[src/sv/hlt_pkg.sv]
package hlt_pkg;

  localparam int unsigned LINE_DEPTH_DEF = 10;
  localparam int unsigned TIME_CHARS     = 6;
  localparam int unsigned KEEP_BYTES     = TIME_CHARS + 1;
  localparam int unsigned KEEP_IW        = $clog2(KEEP_BYTES);
  localparam int unsigned QUEUE_DEPTH    = 2;

  localparam logic [7:0] CR_BYTE    = 8'h0d;
  localparam logic [7:0] NUL_BYTE   = 8'h00;
  localparam logic [7:0] DIGIT_LO   = 8'h30;
  localparam logic [7:0] DIGIT_HI   = 8'h39;
  localparam logic [6:0] MAX_HOURS  = 7'd23;
  localparam logic [6:0] MAX_MINSEC = 7'd59;
  localparam logic [16:0] SEC_PER_HOUR = 17'd3600;
  localparam logic [16:0] SEC_PER_MIN  = 17'd60;

  typedef enum logic [2:0] {
    ST_OK     = 3'd0,
    ST_LENGTH = 3'd1,
    ST_DIGIT  = 3'd2,
    ST_RANGE  = 3'd3,
    ST_ZERO   = 3'd4
  } status_t;

  typedef struct packed {
    status_t         pre_status;
    logic [5:0][3:0] digits;
  } job_t;

  typedef struct packed {
    logic push;
    logic full;
  } q_wr_t;

  typedef struct packed {
    logic pop;
    logic valid;
  } q_rd_t;

endpackage

[src/sv/hlt_if.sv]
interface hlt_in_if;
  logic       valid;
  logic       ready;
  logic [7:0] rx_byte;

  modport source (output valid, output rx_byte, input ready);
  modport sink (input valid, input rx_byte, output ready);
endinterface

interface hlt_out_if;
  logic        valid;
  logic        ready;
  logic [2:0]  status;
  logic [16:0] total_seconds;

  modport source (output valid, output status, output total_seconds, input ready);
  modport sink (input valid, input status, input total_seconds, output ready);
endinterface

[src/sv/hlt_front.sv]
module hlt_front #(
  parameter int unsigned LINE_DEPTH = hlt_pkg::LINE_DEPTH_DEF
) (
  input  logic          clk,
  input  logic          rst_n,
  hlt_in_if.sink        in_ch,
  input  logic          q_full,
  output hlt_pkg::q_wr_t q_wr,
  output hlt_pkg::job_t  q_job
);

  localparam int unsigned PW = $clog2(LINE_DEPTH);

  logic [PW-1:0] pos_r, pos_nxt;
  logic [7:0]    store_r [hlt_pkg::KEEP_BYTES];
  logic          accept, is_cr;
  logic          all_nz, all_dig, len_ok;

  assign in_ch.ready = !q_full;
  assign accept      = in_ch.valid && in_ch.ready;
  assign is_cr       = (in_ch.rx_byte == hlt_pkg::CR_BYTE);

  always_comb begin
    pos_nxt = pos_r;
    if (accept) begin
      if (is_cr || pos_r == PW'(LINE_DEPTH - 1)) begin
        pos_nxt = '0;
      end else begin
        pos_nxt = pos_r + PW'(1);
      end
    end
  end

  always_ff @(posedge clk) begin
    if (!rst_n) begin
      pos_r <= '0;
    end else begin
      pos_r <= pos_nxt;
    end
  end

  // only the first seven places are ever examined
  always_ff @(posedge clk) begin
    if (accept && !is_cr && pos_r < PW'(hlt_pkg::KEEP_BYTES)) begin
      store_r[pos_r[hlt_pkg::KEEP_IW-1:0]] <= in_ch.rx_byte;
    end
  end

  always_comb begin
    all_nz  = 1'b1;
    all_dig = 1'b1;
    for (int i = 0; i < hlt_pkg::TIME_CHARS; i++) begin
      if (store_r[i] == hlt_pkg::NUL_BYTE) all_nz = 1'b0;
      if (!(store_r[i] inside {[hlt_pkg::DIGIT_LO:hlt_pkg::DIGIT_HI]})) all_dig = 1'b0;
      q_job.digits[5-i] = store_r[i][3:0];
    end
    len_ok = (pos_r >= PW'(hlt_pkg::TIME_CHARS)) && all_nz &&
             ((pos_r == PW'(hlt_pkg::TIME_CHARS)) ||
              (store_r[hlt_pkg::TIME_CHARS] == hlt_pkg::NUL_BYTE));
    if (!len_ok) begin
      q_job.pre_status = hlt_pkg::ST_LENGTH;
    end else if (!all_dig) begin
      q_job.pre_status = hlt_pkg::ST_DIGIT;
    end else begin
      q_job.pre_status = hlt_pkg::ST_OK;
    end
  end

  assign q_wr.push = accept && is_cr;
  assign q_wr.full = q_full;

endmodule

[src/sv/hlt_queue.sv]
module hlt_queue (
  input  logic           clk,
  input  logic           rst_n,
  input  hlt_pkg::q_wr_t wr,
  input  hlt_pkg::job_t  wr_job,
  output logic           full,
  input  logic           pop,
  output hlt_pkg::q_rd_t rd,
  output hlt_pkg::job_t  rd_job
);

  localparam int unsigned AW = $clog2(hlt_pkg::QUEUE_DEPTH);
  localparam int unsigned CW = $clog2(hlt_pkg::QUEUE_DEPTH + 1);

  hlt_pkg::job_t mem_r [hlt_pkg::QUEUE_DEPTH];
  logic [AW-1:0] wp_r, rp_r;
  logic [CW-1:0] cnt_r, cnt_nxt;
  logic          do_push, do_pop;

  assign full    = (cnt_r == CW'(hlt_pkg::QUEUE_DEPTH));
  assign do_push = wr.push && !wr.full;
  assign do_pop  = pop && (cnt_r != '0);

  always_comb begin
    cnt_nxt = cnt_r;
    if (do_push && !do_pop) cnt_nxt = cnt_r + CW'(1);
    if (do_pop && !do_push) cnt_nxt = cnt_r - CW'(1);
  end

  always_ff @(posedge clk) begin
    if (!rst_n) begin
      wp_r  <= '0;
      rp_r  <= '0;
      cnt_r <= '0;
    end else begin
      cnt_r <= cnt_nxt;
      if (do_push) wp_r <= (wp_r == AW'(hlt_pkg::QUEUE_DEPTH - 1)) ? '0 : wp_r + AW'(1);
      if (do_pop)  rp_r <= (rp_r == AW'(hlt_pkg::QUEUE_DEPTH - 1)) ? '0 : rp_r + AW'(1);
    end
  end

  always_ff @(posedge clk) begin
    if (do_push) mem_r[wp_r] <= wr_job;
  end

  assign rd.valid = (cnt_r != '0);
  assign rd.pop   = do_pop;
  assign rd_job   = mem_r[rp_r];

endmodule

[src/sv/hlt_back.sv]
module hlt_back (
  input  logic           clk,
  input  logic           rst_n,
  input  hlt_pkg::q_rd_t q_rd,
  input  hlt_pkg::job_t  job,
  output logic           pop,
  hlt_out_if.source      out_ch
);

  logic [6:0]       hh, mm, ss;
  logic [16:0]      total;
  hlt_pkg::status_t st;
  logic [16:0]      secs;
  logic             valid_r;
  hlt_pkg::status_t status_r;
  logic [16:0]      secs_r;

  always_comb begin
    hh    = 7'(7'(job.digits[5]) * 7'd10) + 7'(job.digits[4]);
    mm    = 7'(7'(job.digits[3]) * 7'd10) + 7'(job.digits[2]);
    ss    = 7'(7'(job.digits[1]) * 7'd10) + 7'(job.digits[0]);
    total = 17'(17'(hh) * hlt_pkg::SEC_PER_HOUR) + 17'(17'(mm) * hlt_pkg::SEC_PER_MIN)
          + 17'(ss);
    secs  = '0;
    if (job.pre_status != hlt_pkg::ST_OK) begin
      st = job.pre_status;
    end else if (hh > hlt_pkg::MAX_HOURS || mm > hlt_pkg::MAX_MINSEC ||
                 ss > hlt_pkg::MAX_MINSEC) begin
      st = hlt_pkg::ST_RANGE;
    end else if (total == '0) begin
      st = hlt_pkg::ST_ZERO;
    end else begin
      st   = hlt_pkg::ST_OK;
      secs = total;
    end
  end

  assign pop = q_rd.valid && (!valid_r || out_ch.ready);

  always_ff @(posedge clk) begin
    if (!rst_n) begin
      valid_r <= 1'b0;
    end else if (q_rd.pop) begin
      valid_r <= 1'b1;
    end else if (out_ch.ready) begin
      valid_r <= 1'b0;
    end
  end

  always_ff @(posedge clk) begin
    if (pop) begin
      status_r <= st;
      secs_r   <= secs;
    end
  end

  assign out_ch.valid         = valid_r;
  assign out_ch.status        = status_r;
  assign out_ch.total_seconds = secs_r;

endmodule

[src/sv/hhmmss_line_time_parser.sv]
// hhmmss line time parser
// in_ch carries one received byte per beat; a carriage return closes the line
// and produces exactly one result beat on out_ch (status, total_seconds).
// other bytes are stored at line positions below seven and produce no result.
// throughput: one input beat per cycle, sustained, including back-to-back
// carriage returns; in_ch.ready drops only when the two-entry job queue
// between the byte front end and the time evaluator is full.
// a carriage return's job is written into the job queue, then moved into the
// output register that drives out_ch.
// the output register holds a result while out_ch.ready is low; the queue
// keeps taking lines until it fills, then in_ch.ready goes low.
// reset (rst_n low, synchronous) clears the line position, empties the queue
// and drops out_ch.valid; no clearing pass is needed.
module hhmmss_line_time_parser #(
  parameter int unsigned LINE_DEPTH = hlt_pkg::LINE_DEPTH_DEF
) (
  input  logic      clk,
  input  logic      rst_n,
  hlt_in_if.sink    in_ch,
  hlt_out_if.source out_ch
);

  hlt_pkg::q_wr_t q_wr;
  hlt_pkg::q_rd_t q_rd;
  hlt_pkg::job_t  wr_job, rd_job;
  logic           q_full, q_pop;

  hlt_front #(
    .LINE_DEPTH(LINE_DEPTH)
  ) u_front (
    .clk    (clk),
    .rst_n  (rst_n),
    .in_ch  (in_ch),
    .q_full (q_full),
    .q_wr   (q_wr),
    .q_job  (wr_job)
  );

  hlt_queue u_queue (
    .clk    (clk),
    .rst_n  (rst_n),
    .wr     (q_wr),
    .wr_job (wr_job),
    .full   (q_full),
    .pop    (q_pop),
    .rd     (q_rd),
    .rd_job (rd_job)
  );

  hlt_back u_back (
    .clk    (clk),
    .rst_n  (rst_n),
    .q_rd   (q_rd),
    .job    (rd_job),
    .pop    (q_pop),
    .out_ch (out_ch)
  );

endmodule
[src/flat_wrapper.sv]
// flat-port wrapper written by rule: the top's interface ports become plain ports
module hhmmss_line_time_parser_flat 
#(
  parameter int unsigned LINE_DEPTH = hlt_pkg::LINE_DEPTH_DEF
)
  (clk, rst_n, in_ch_valid, in_ch_rx_byte, in_ch_ready, out_ch_valid, out_ch_status, out_ch_total_seconds, out_ch_ready);
  hlt_in_if in_ch_i ();
  hlt_out_if out_ch_i ();
  input  logic clk;
  input  logic rst_n;
  input wire logic [$bits(in_ch_i.valid)-1:0] in_ch_valid;
  input wire logic [$bits(in_ch_i.rx_byte)-1:0] in_ch_rx_byte;
  output wire logic [$bits(in_ch_i.ready)-1:0] in_ch_ready;
  output wire logic [$bits(out_ch_i.valid)-1:0] out_ch_valid;
  output wire logic [$bits(out_ch_i.status)-1:0] out_ch_status;
  output wire logic [$bits(out_ch_i.total_seconds)-1:0] out_ch_total_seconds;
  input wire logic [$bits(out_ch_i.ready)-1:0] out_ch_ready;
  assign in_ch_i.valid = in_ch_valid;
  assign in_ch_i.rx_byte = in_ch_rx_byte;
  assign in_ch_ready = in_ch_i.ready;
  assign out_ch_valid = out_ch_i.valid;
  assign out_ch_status = out_ch_i.status;
  assign out_ch_total_seconds = out_ch_i.total_seconds;
  assign out_ch_i.ready = out_ch_ready;
  hhmmss_line_time_parser #(.LINE_DEPTH(LINE_DEPTH)) u_core (.clk(clk), .rst_n(rst_n), .in_ch(in_ch_i), .out_ch(out_ch_i));
endmodule
[config.mk]
export PLATFORM = sky130hd
export DESIGN_NAME = hhmmss_line_time_parser_flat
export DESIGN_NICKNAME = d
export VERILOG_FILES = /design/src/sv/hlt_pkg.sv /design/src/sv/hlt_if.sv /design/src/sv/hlt_front.sv /design/src/sv/hlt_queue.sv /design/src/sv/hlt_back.sv /design/src/sv/hhmmss_line_time_parser.sv /design/src/flat_wrapper.sv
export SDC_FILE = /design/constraint.sdc
export NUM_CORES = 1
export LEC_CHECK = 0
export ABC_AREA = 1
export BUFFER_PORTS_ARGS = -buffer_cell sky130_fd_sc_hd__buf_2
export CAP_MARGIN = 10
export CORE_MARGIN = 2
export CORE_UTILIZATION = 40
export DETAILED_ROUTE_END_ITERATION = 8
export SLEW_MARGIN = 20
export SYNTH_ARGS = -nofsm -noshare
export SYNTH_HDL_FRONTEND = slang
export SYNTH_SLANG_ARGS = --single-unit
[constraint.sdc]
create_clock -name clk -period 6.5 [get_ports clk]
set_clock_uncertainty 0.1 [all_clocks]
set_input_delay 0 -clock clk [delete_from_list [all_inputs] [get_ports clk]]
set_output_delay 0 -clock clk [all_outputs]
set_load 0.05 [all_outputs]
# Yosys cells after proc, flatten, opt, wreduce, memory -nomap -nowiden
# Memories as Yosys holds them, arrays and structs flattened. A register that Yosys moved wholly into a read port is not among the register bits.
# Index checks and enable logic that the tools add are counted.
[totals] regBits=29 ramBits=108 inputBits=12 out_inout_bits=22 wordCells=115 n_memories=2
[mem_list] memory="u_core.u_front.store_r" depth=7 word_bits=8 read_ports=7 rd_ports_with_merged_regs=0 write_ports=1 line="hlt_front.sv:15" rtl="logic [7:0] store_r [hlt_pkg::KEEP_BYTES];"
[mem_list] memory="u_core.u_queue.mem_r" depth=2 word_bits=26 read_ports=1 rd_ports_with_merged_regs=1 write_ports=1 line="hlt_queue.sv:15" rtl="hlt_pkg::job_t mem_r [hlt_pkg::QUEUE_DEPTH];"
[op_classes] n_addsub=10 mul=5 n_lt_le_gt_ge=17 eq_ne=4 muxes=30 reduce_logical=40
[op_table] operator="8-bit logical NOT" n=7
[op_table] operator="8-bit by 6-bit >= comparator with 1-bit output (second input constant)" n=6
[op_table] operator="8-bit by 6-bit <= comparator with 1-bit output (second input constant)" n=6
[op_table] operator="1-bit 2-to-1 mux" n=22
[op_table] operator="7-bit by 4-bit adder with 7-bit output" n=3
[op_table] operator="4-bit by 3-bit multiplier with 6-bit output (second input constant)" n=3
[op_table] operator="17-bit by 13-bit adder with 17-bit output" n=1
[op_table] operator="17-bit by 7-bit adder with 17-bit output" n=1
[op_table] operator="1-bit logical AND" n=17
[op_table] operator="17-bit logical NOT" n=1
[op_table] operator="7-bit by 6-bit > comparator with 1-bit output (second input constant)" n=2
[op_table] operator="7-bit by 8-bit multiplier with 13-bit output (second input constant)" n=1
[op_table] operator="7-bit by 4-bit multiplier with 11-bit output (second input constant)" n=1
[op_table] operator="3-bit 2-to-1 mux" n=3
[op_table] operator="8-bit by 4-bit == test with 1-bit output (second input constant)" n=1
[op_table] operator="2-bit 2-to-1 mux" n=4
[op_table] operator="7-bit by 5-bit > comparator with 1-bit output (second input constant)" n=1
[op_table] operator="2-bit nonzero test" n=3
[op_table] operator="1-bit logical NOT" n=5
[op_table] operator="1-bit logical OR" n=5
[op_table] operator="4-bit by 1-bit adder with 4-bit output (second input constant)" n=1
[op_table] operator="4-bit by 3-bit == test with 1-bit output (second input constant)" n=1
[op_table] operator="4-bit == test (second input constant)" n=1
[op_table] operator="4-bit by 3-bit >= comparator with 1-bit output (second input constant)" n=1
[op_table] operator="8 further kinds" n=9

# Longest topological paths before layout
# An unclocked memory read counts as a cell.
[logic_depth] word_depth=11 ltp_mapped=44 depth_no_buf=40

# Hierarchy
# A second synthesis with hierarchy kept.
[hier_totals] hier_cells=921 area_unflattened_um2=9043.7
[modules_own_cells] mod="hlt_back" instances=1 cells_each=570 area_each_um2=4136.5 seq_area_each_um2=620.6
[modules_own_cells] mod="hlt_front" instances=1 cells_each=230 area_each_um2=2610.0 seq_area_each_um2=1761.7
[modules_own_cells] mod="hlt_queue" instances=1 cells_each=121 area_each_um2=2297.2 seq_area_each_um2=1721.7

# Worst setup path before layout
# Ideal clock, no wire load.
[synth_timing] path_kind="register -> register" start="register with a tool-made name" end="register u_core.u_back.secs_r[10], in the netlist u_core.u_back.out_ch.total_seconds[10], data pin" setup_time_ns=0.252 arrival_time_ns=6.214 setup_slack_ns=-0.066 stages_incl_launch_ff=38 n_path_buf=4 path_cell_list="dfxtp_1 -> buf_6 -> clkbuf_1 -> clkbuf_1 -> nand2_1 -> nand2_1 -> ha_1 -> inv_1 -> fa_1 -> xnor2_1 -> inv_1 -> fa_1 -> fa_1 -> inv_1 -> ha_1 -> a21oi_1 -> nand2_1 -> a21o_1 -> (+2 left out) -> nand2_1 -> nand2_1 -> a21oi_1 -> xnor2_1 -> ha_1 -> ha_1 -> inv_1 -> o21ai_0 -> a21oi_1 -> nand2_1 -> nand3_1 -> inv_1 -> nand2_1 -> nand2_1 -> nand3_1 -> nand2_4 -> buf_6 -> nor2_2"
[synth_rtl] element="to (signal assigned)" line="hlt_back.sv:53" rtl="secs_r <= secs;"
[synth_rtl] element="to (decl)" line="hlt_back.sv:16" rtl="logic [16:0] secs_r;"

==> implementation parameters <==
Parameter                              Value

Final layout
  Multi-input combinational cell area    about 3700 um2
  Final #Nets    985
  Synthesis-to-layout area growth    17.3%
  Fraction of final layout cells sized beyond drive strength 1    ~15%
  Storage element area    slightly above 4000 um2
  Fill cell count    between 1.5k and 2k
  Cell Count, Final, Fillers Out    1,149
  Antenna Cells    0

STA
  Final count of negative-setup-slack endpoints    0
  Achievable frequency    between 150 and 200 MHz
  Final Hold Vio Count    0
  Tightest slew margin relative to the limit    about half
  Fin Setup TNS    0 ps
  Number of max-slew violations in the final report    0
  Period utilization    between 90% and 100%
  Clock period minus worst slack    6030 ps
  Worst-margin pin slew    748 ps

Setup path
  Crit path max fanout    12
  Slowest library cell on the worst path    sky130_fd_sc_hd__fa_1
  Arrival time at the worst endpoint    a little over 6000 ps
  Most used cell, CP    sky130_fd_sc_hd__nand2_1
  Type of the worst setup path    reg2reg
  Sort of element at the end of the critical path    flop
  Critical path's largest stage delay    490 ps
  Required time of the worst setup path    around 6600 ps
  Type of origin of the critical path    flop

CTS
  CTS root buffer    sky130_fd_sc_hd__clkbuf_16
  Worst-path clk slew    approximately 60 ps
  Clk_lat worst skew    approximately 420 ps
  CTS H-tree depth    4
  Maximum buffer depth of the clock tree    2
  Number of CTS-inserted buffers    17
  Clock tree from TritonCTS    yes
  Sink count of the clock tree    138

Global routing
  Global-route layer with the greatest usage    met2
  M1 GR Usage    ~17%
  Number of antenna violations at the first check in global routing    0
  Number of global-route vias before repair    between 5k and 6k
  Pin count of the biggest net entering global routing    27
  Met2 Usage GRT    26.0%
  Met3 demand-to-capacity share in global routing    roughly 3.9%
  GRT Total Usage    14.7%
  Remaining global-route overflow    0
  Global-route wire length before repair    about 25,000 um

Floorplanning
  Count of pins on the block boundary    34
  Starting density of the core    around 41%
  DIE WIDTH    ~150 um
  Number of rows created at floorplan    52
  Die area    about 22,000 um2
  Floorplan die height    roughly 150 um
  Core Area    ~20,000 um2

Route
  DRT antenna net count    0
  Number of vias per cell after detailed routing    4.62
  Average wire length per cell after detail routing    around 13 um
  Number of remaining DRC errors    0
  Iteration-0 DRC count of the detailed router    231
  Wire length after detailed routing    14,700 um
  Pre-antenna DRT Iters    4
  Total via count after detailed routing    5,304

Status
  Run status    finished, final reports clean

Place
  Placer's final routability congestion estimate    between 0.8 and 0.9
  Total of buffers placed on input and output ports    33
  Placed cell count    1,104
  Placed wire-length estimate    11,000 um

Min path
  Hold Crit Class    in2reg

Job
  Max-capacitance violation count    0

Yosys
  Post-synth design cell area    8140 um2
  Count of cell types in the netlist    43
  Synthesis Warnings    0
  Number of flops mapped to enable cells by yosys    roughly 130
  Async S/R FF share, synth    0%
  Number of nets in the synthesized netlist    916
  Synthesized area per cell    just over 10 um2
  Number of flip-flops and latches in the synthesized netlist    around 140
  Commonest register cell after synthesis    sky130_fd_sc_hd__edfxtp_1
  Number of standard cells after synthesis    roughly 800
  Sequential element share of the synthesized area    approximately half
[Yosys cell counts (2+ instances only)]
master | instances | area, um2
sky130_fd_sc_hd__mux2i_1 | 2 | 20.0
sky130_fd_sc_hd__a31oi_1 | 3 | 18.8
sky130_fd_sc_hd__nor4_1 | 9 | 56.3
sky130_fd_sc_hd__nand4_1 | 13 | 81.3
sky130_fd_sc_hd__nand3_1 | 30 | 150
sky130_fd_sc_hd__o21ai_0 | 23 | 115
sky130_fd_sc_hd__inv_1 | 118 | 443
sky130_fd_sc_hd__xnor2_1 | 11 | 96.3
sky130_fd_sc_hd__nor3_1 | 4 | 20.0
sky130_fd_sc_hd__nor2_1 | 53 | 199
sky130_fd_sc_hd__edfxtp_1 | 128 | 3840
sky130_fd_sc_hd__clkbuf_1 | 3 | 11.3
sky130_fd_sc_hd__xor2_1 | 16 | 140
sky130_fd_sc_hd__dfxtp_1 | 10 | 200
sky130_fd_sc_hd__ha_1 | 86 | 1080
sky130_fd_sc_hd__nand2_4 | 4 | 45.0
sky130_fd_sc_hd__nand2_2 | 6 | 37.5
sky130_fd_sc_hd__o21ai_1 | 2 | 10.0
sky130_fd_sc_hd__nor2_4 | 2 | 22.5
sky130_fd_sc_hd__a21oi_1 | 25 | 125
sky130_fd_sc_hd__buf_6 | 3 | 33.8
sky130_fd_sc_hd__or2_2 | 3 | 18.8
sky130_fd_sc_hd__fa_1 | 21 | 420
sky130_fd_sc_hd__o21a_1 | 2 | 15.0
sky130_fd_sc_hd__nand3b_1 | 4 | 30.0
sky130_fd_sc_hd__nand2_1 | 190 | 713
sky130_fd_sc_hd__nor2_2 | 10 | 62.6
[through the flow]
stage	hold slack [ps]	utilization [%]	cell area, um2	setup slack, ps
after global routing	316	47.5	9550	-4.03
after global placement	187	43.3	8710	-45.3
final	316	47.5	9550	471
after CTS	280	46.9	9440	60.5
after floorplan	-1.13	-	8150	65.4
after detailed placement	190	43.3	8710	-50.2
[layout make-up]
type / instances / area share (%)
inverters: 120 / 4.77
well taps: 270 / 3.54
repair buffers: 56 / 4.02
flip-flops and latches: 138 / 42.4
multi-input cells: 533 / 39.1
clock buffers: 17 / 4.45
clock inverters: 15 / 1.73
[critical path: cells and delay by family (launching register included)]
kind	cells	cell delay [ps]
adders and majority gates	8	2580
and+or+nand+nor	12	1320
buffers and inverters	7	540
AOI/OAI and AO/OA	5	540
DFF	1	380
xor gates and xnor gates	2	310
[final timing paths]
kind / startpoint / endpoint / slack (ps) / cells past startpoint
hold reg to reg: u_core.u_queue.rp_r / u_core.u_queue.rp_r / 360 / 1
setup reg to reg: flop / u_core.u_back.out_ch.total_seconds[1] / 470 / 34
setup / recovery: flop / u_core.u_back.out_ch.total_seconds[1] / 470 / 34
hold / removal: in_ch_rx_byte[5] / u_core.u_front.store_r[6][5] / 320 / 2
[cells by family (layout without fill, tap and decap cells)]
logic type / Yosys count / in the layout / share of synthesized area (%)
and+or+nand+nor: 333 / 334 / 18.1
DFF: 138 / 138 / 49.7
buffers and inverters: 127 / 208 / 6.21
adders and majority gates: 107 / 107 / 18.4
AOI/OAI and AO/OA: 61 / 61 / 4.09
xor gates and xnor gates: 29 / 29 / 3.30
muxes: 2 / 2 / 0.246
[registers in the layout (all words and copies together) (netlist names), named ones only]
signal / cells
u_core.u_back.out_ch.total_seconds: 17
u_core.u_queue.mem_r: 52
u_core.u_back.out_ch.valid: 1
u_core.u_queue.cnt_r: 2
u_core.u_front.pos_r: 4
u_core.u_queue.wp_r: 1
u_core.u_front.store_r: 56
u_core.u_back.out_ch.status: 3
u_core.u_queue.rp_r: 1
[what timing repair did]
action / CTS / global route
cloned: 1 / 0
buffers inserted: 0 / 0
pin swaps: 2 / 6
endpoints found under the setup margin: 17 / 18
hold endpoints to repair: 66 / 0
hold buffers: 12 / 0
resized for setup: 3 / 31
[cell usage in the layout (no fill, tap or decap), types with 3 or more instances in the layout]
cell / count
sky130_fd_sc_hd__nor4_1: 9
sky130_fd_sc_hd__buf_4: 9
sky130_fd_sc_hd__nand2_4: 3
sky130_fd_sc_hd__nand2_1: 189
sky130_fd_sc_hd__nor2_1: 49
sky130_fd_sc_hd__clkbuf_16: 17
sky130_fd_sc_hd__clkinvlp_4: 4
sky130_fd_sc_hd__o21ai_2: 4
sky130_fd_sc_hd__nand3_1: 29
sky130_fd_sc_hd__nand2_2: 7
sky130_fd_sc_hd__buf_2: 33
sky130_fd_sc_hd__nand3b_1: 4
sky130_fd_sc_hd__o21ai_0: 17
sky130_fd_sc_hd__xor2_1: 16
sky130_fd_sc_hd__xnor2_1: 10
sky130_fd_sc_hd__nor2_2: 14
sky130_fd_sc_hd__o21ai_1: 5
sky130_fd_sc_hd__inv_2: 3
sky130_fd_sc_hd__edfxtp_1: 128
sky130_fd_sc_hd__ha_1: 81
sky130_fd_sc_hd__dlygate4sd3_1: 12
sky130_fd_sc_hd__nand4_1: 13
sky130_fd_sc_hd__or2_2: 3
sky130_fd_sc_hd__a21oi_1: 23
sky130_fd_sc_hd__inv_1: 116
sky130_fd_sc_hd__inv_6: 4
sky130_fd_sc_hd__ha_4: 4
sky130_fd_sc_hd__nor3_1: 3
sky130_fd_sc_hd__fa_1: 20
sky130_fd_sc_hd__dfxtp_1: 9
sky130_fd_sc_hd__a31oi_1: 3
[per-layer routing]
metal,vias up,part of all wire (%)
li1,2793,-
met4,0,2.2
met2,58,50
met3,22,2.9
met5,-,0
met1,2431,44
Power is left out: the tool's default activity adds up to more than one toggle a clock period on the data nets, which glitch-free logic cannot reach.
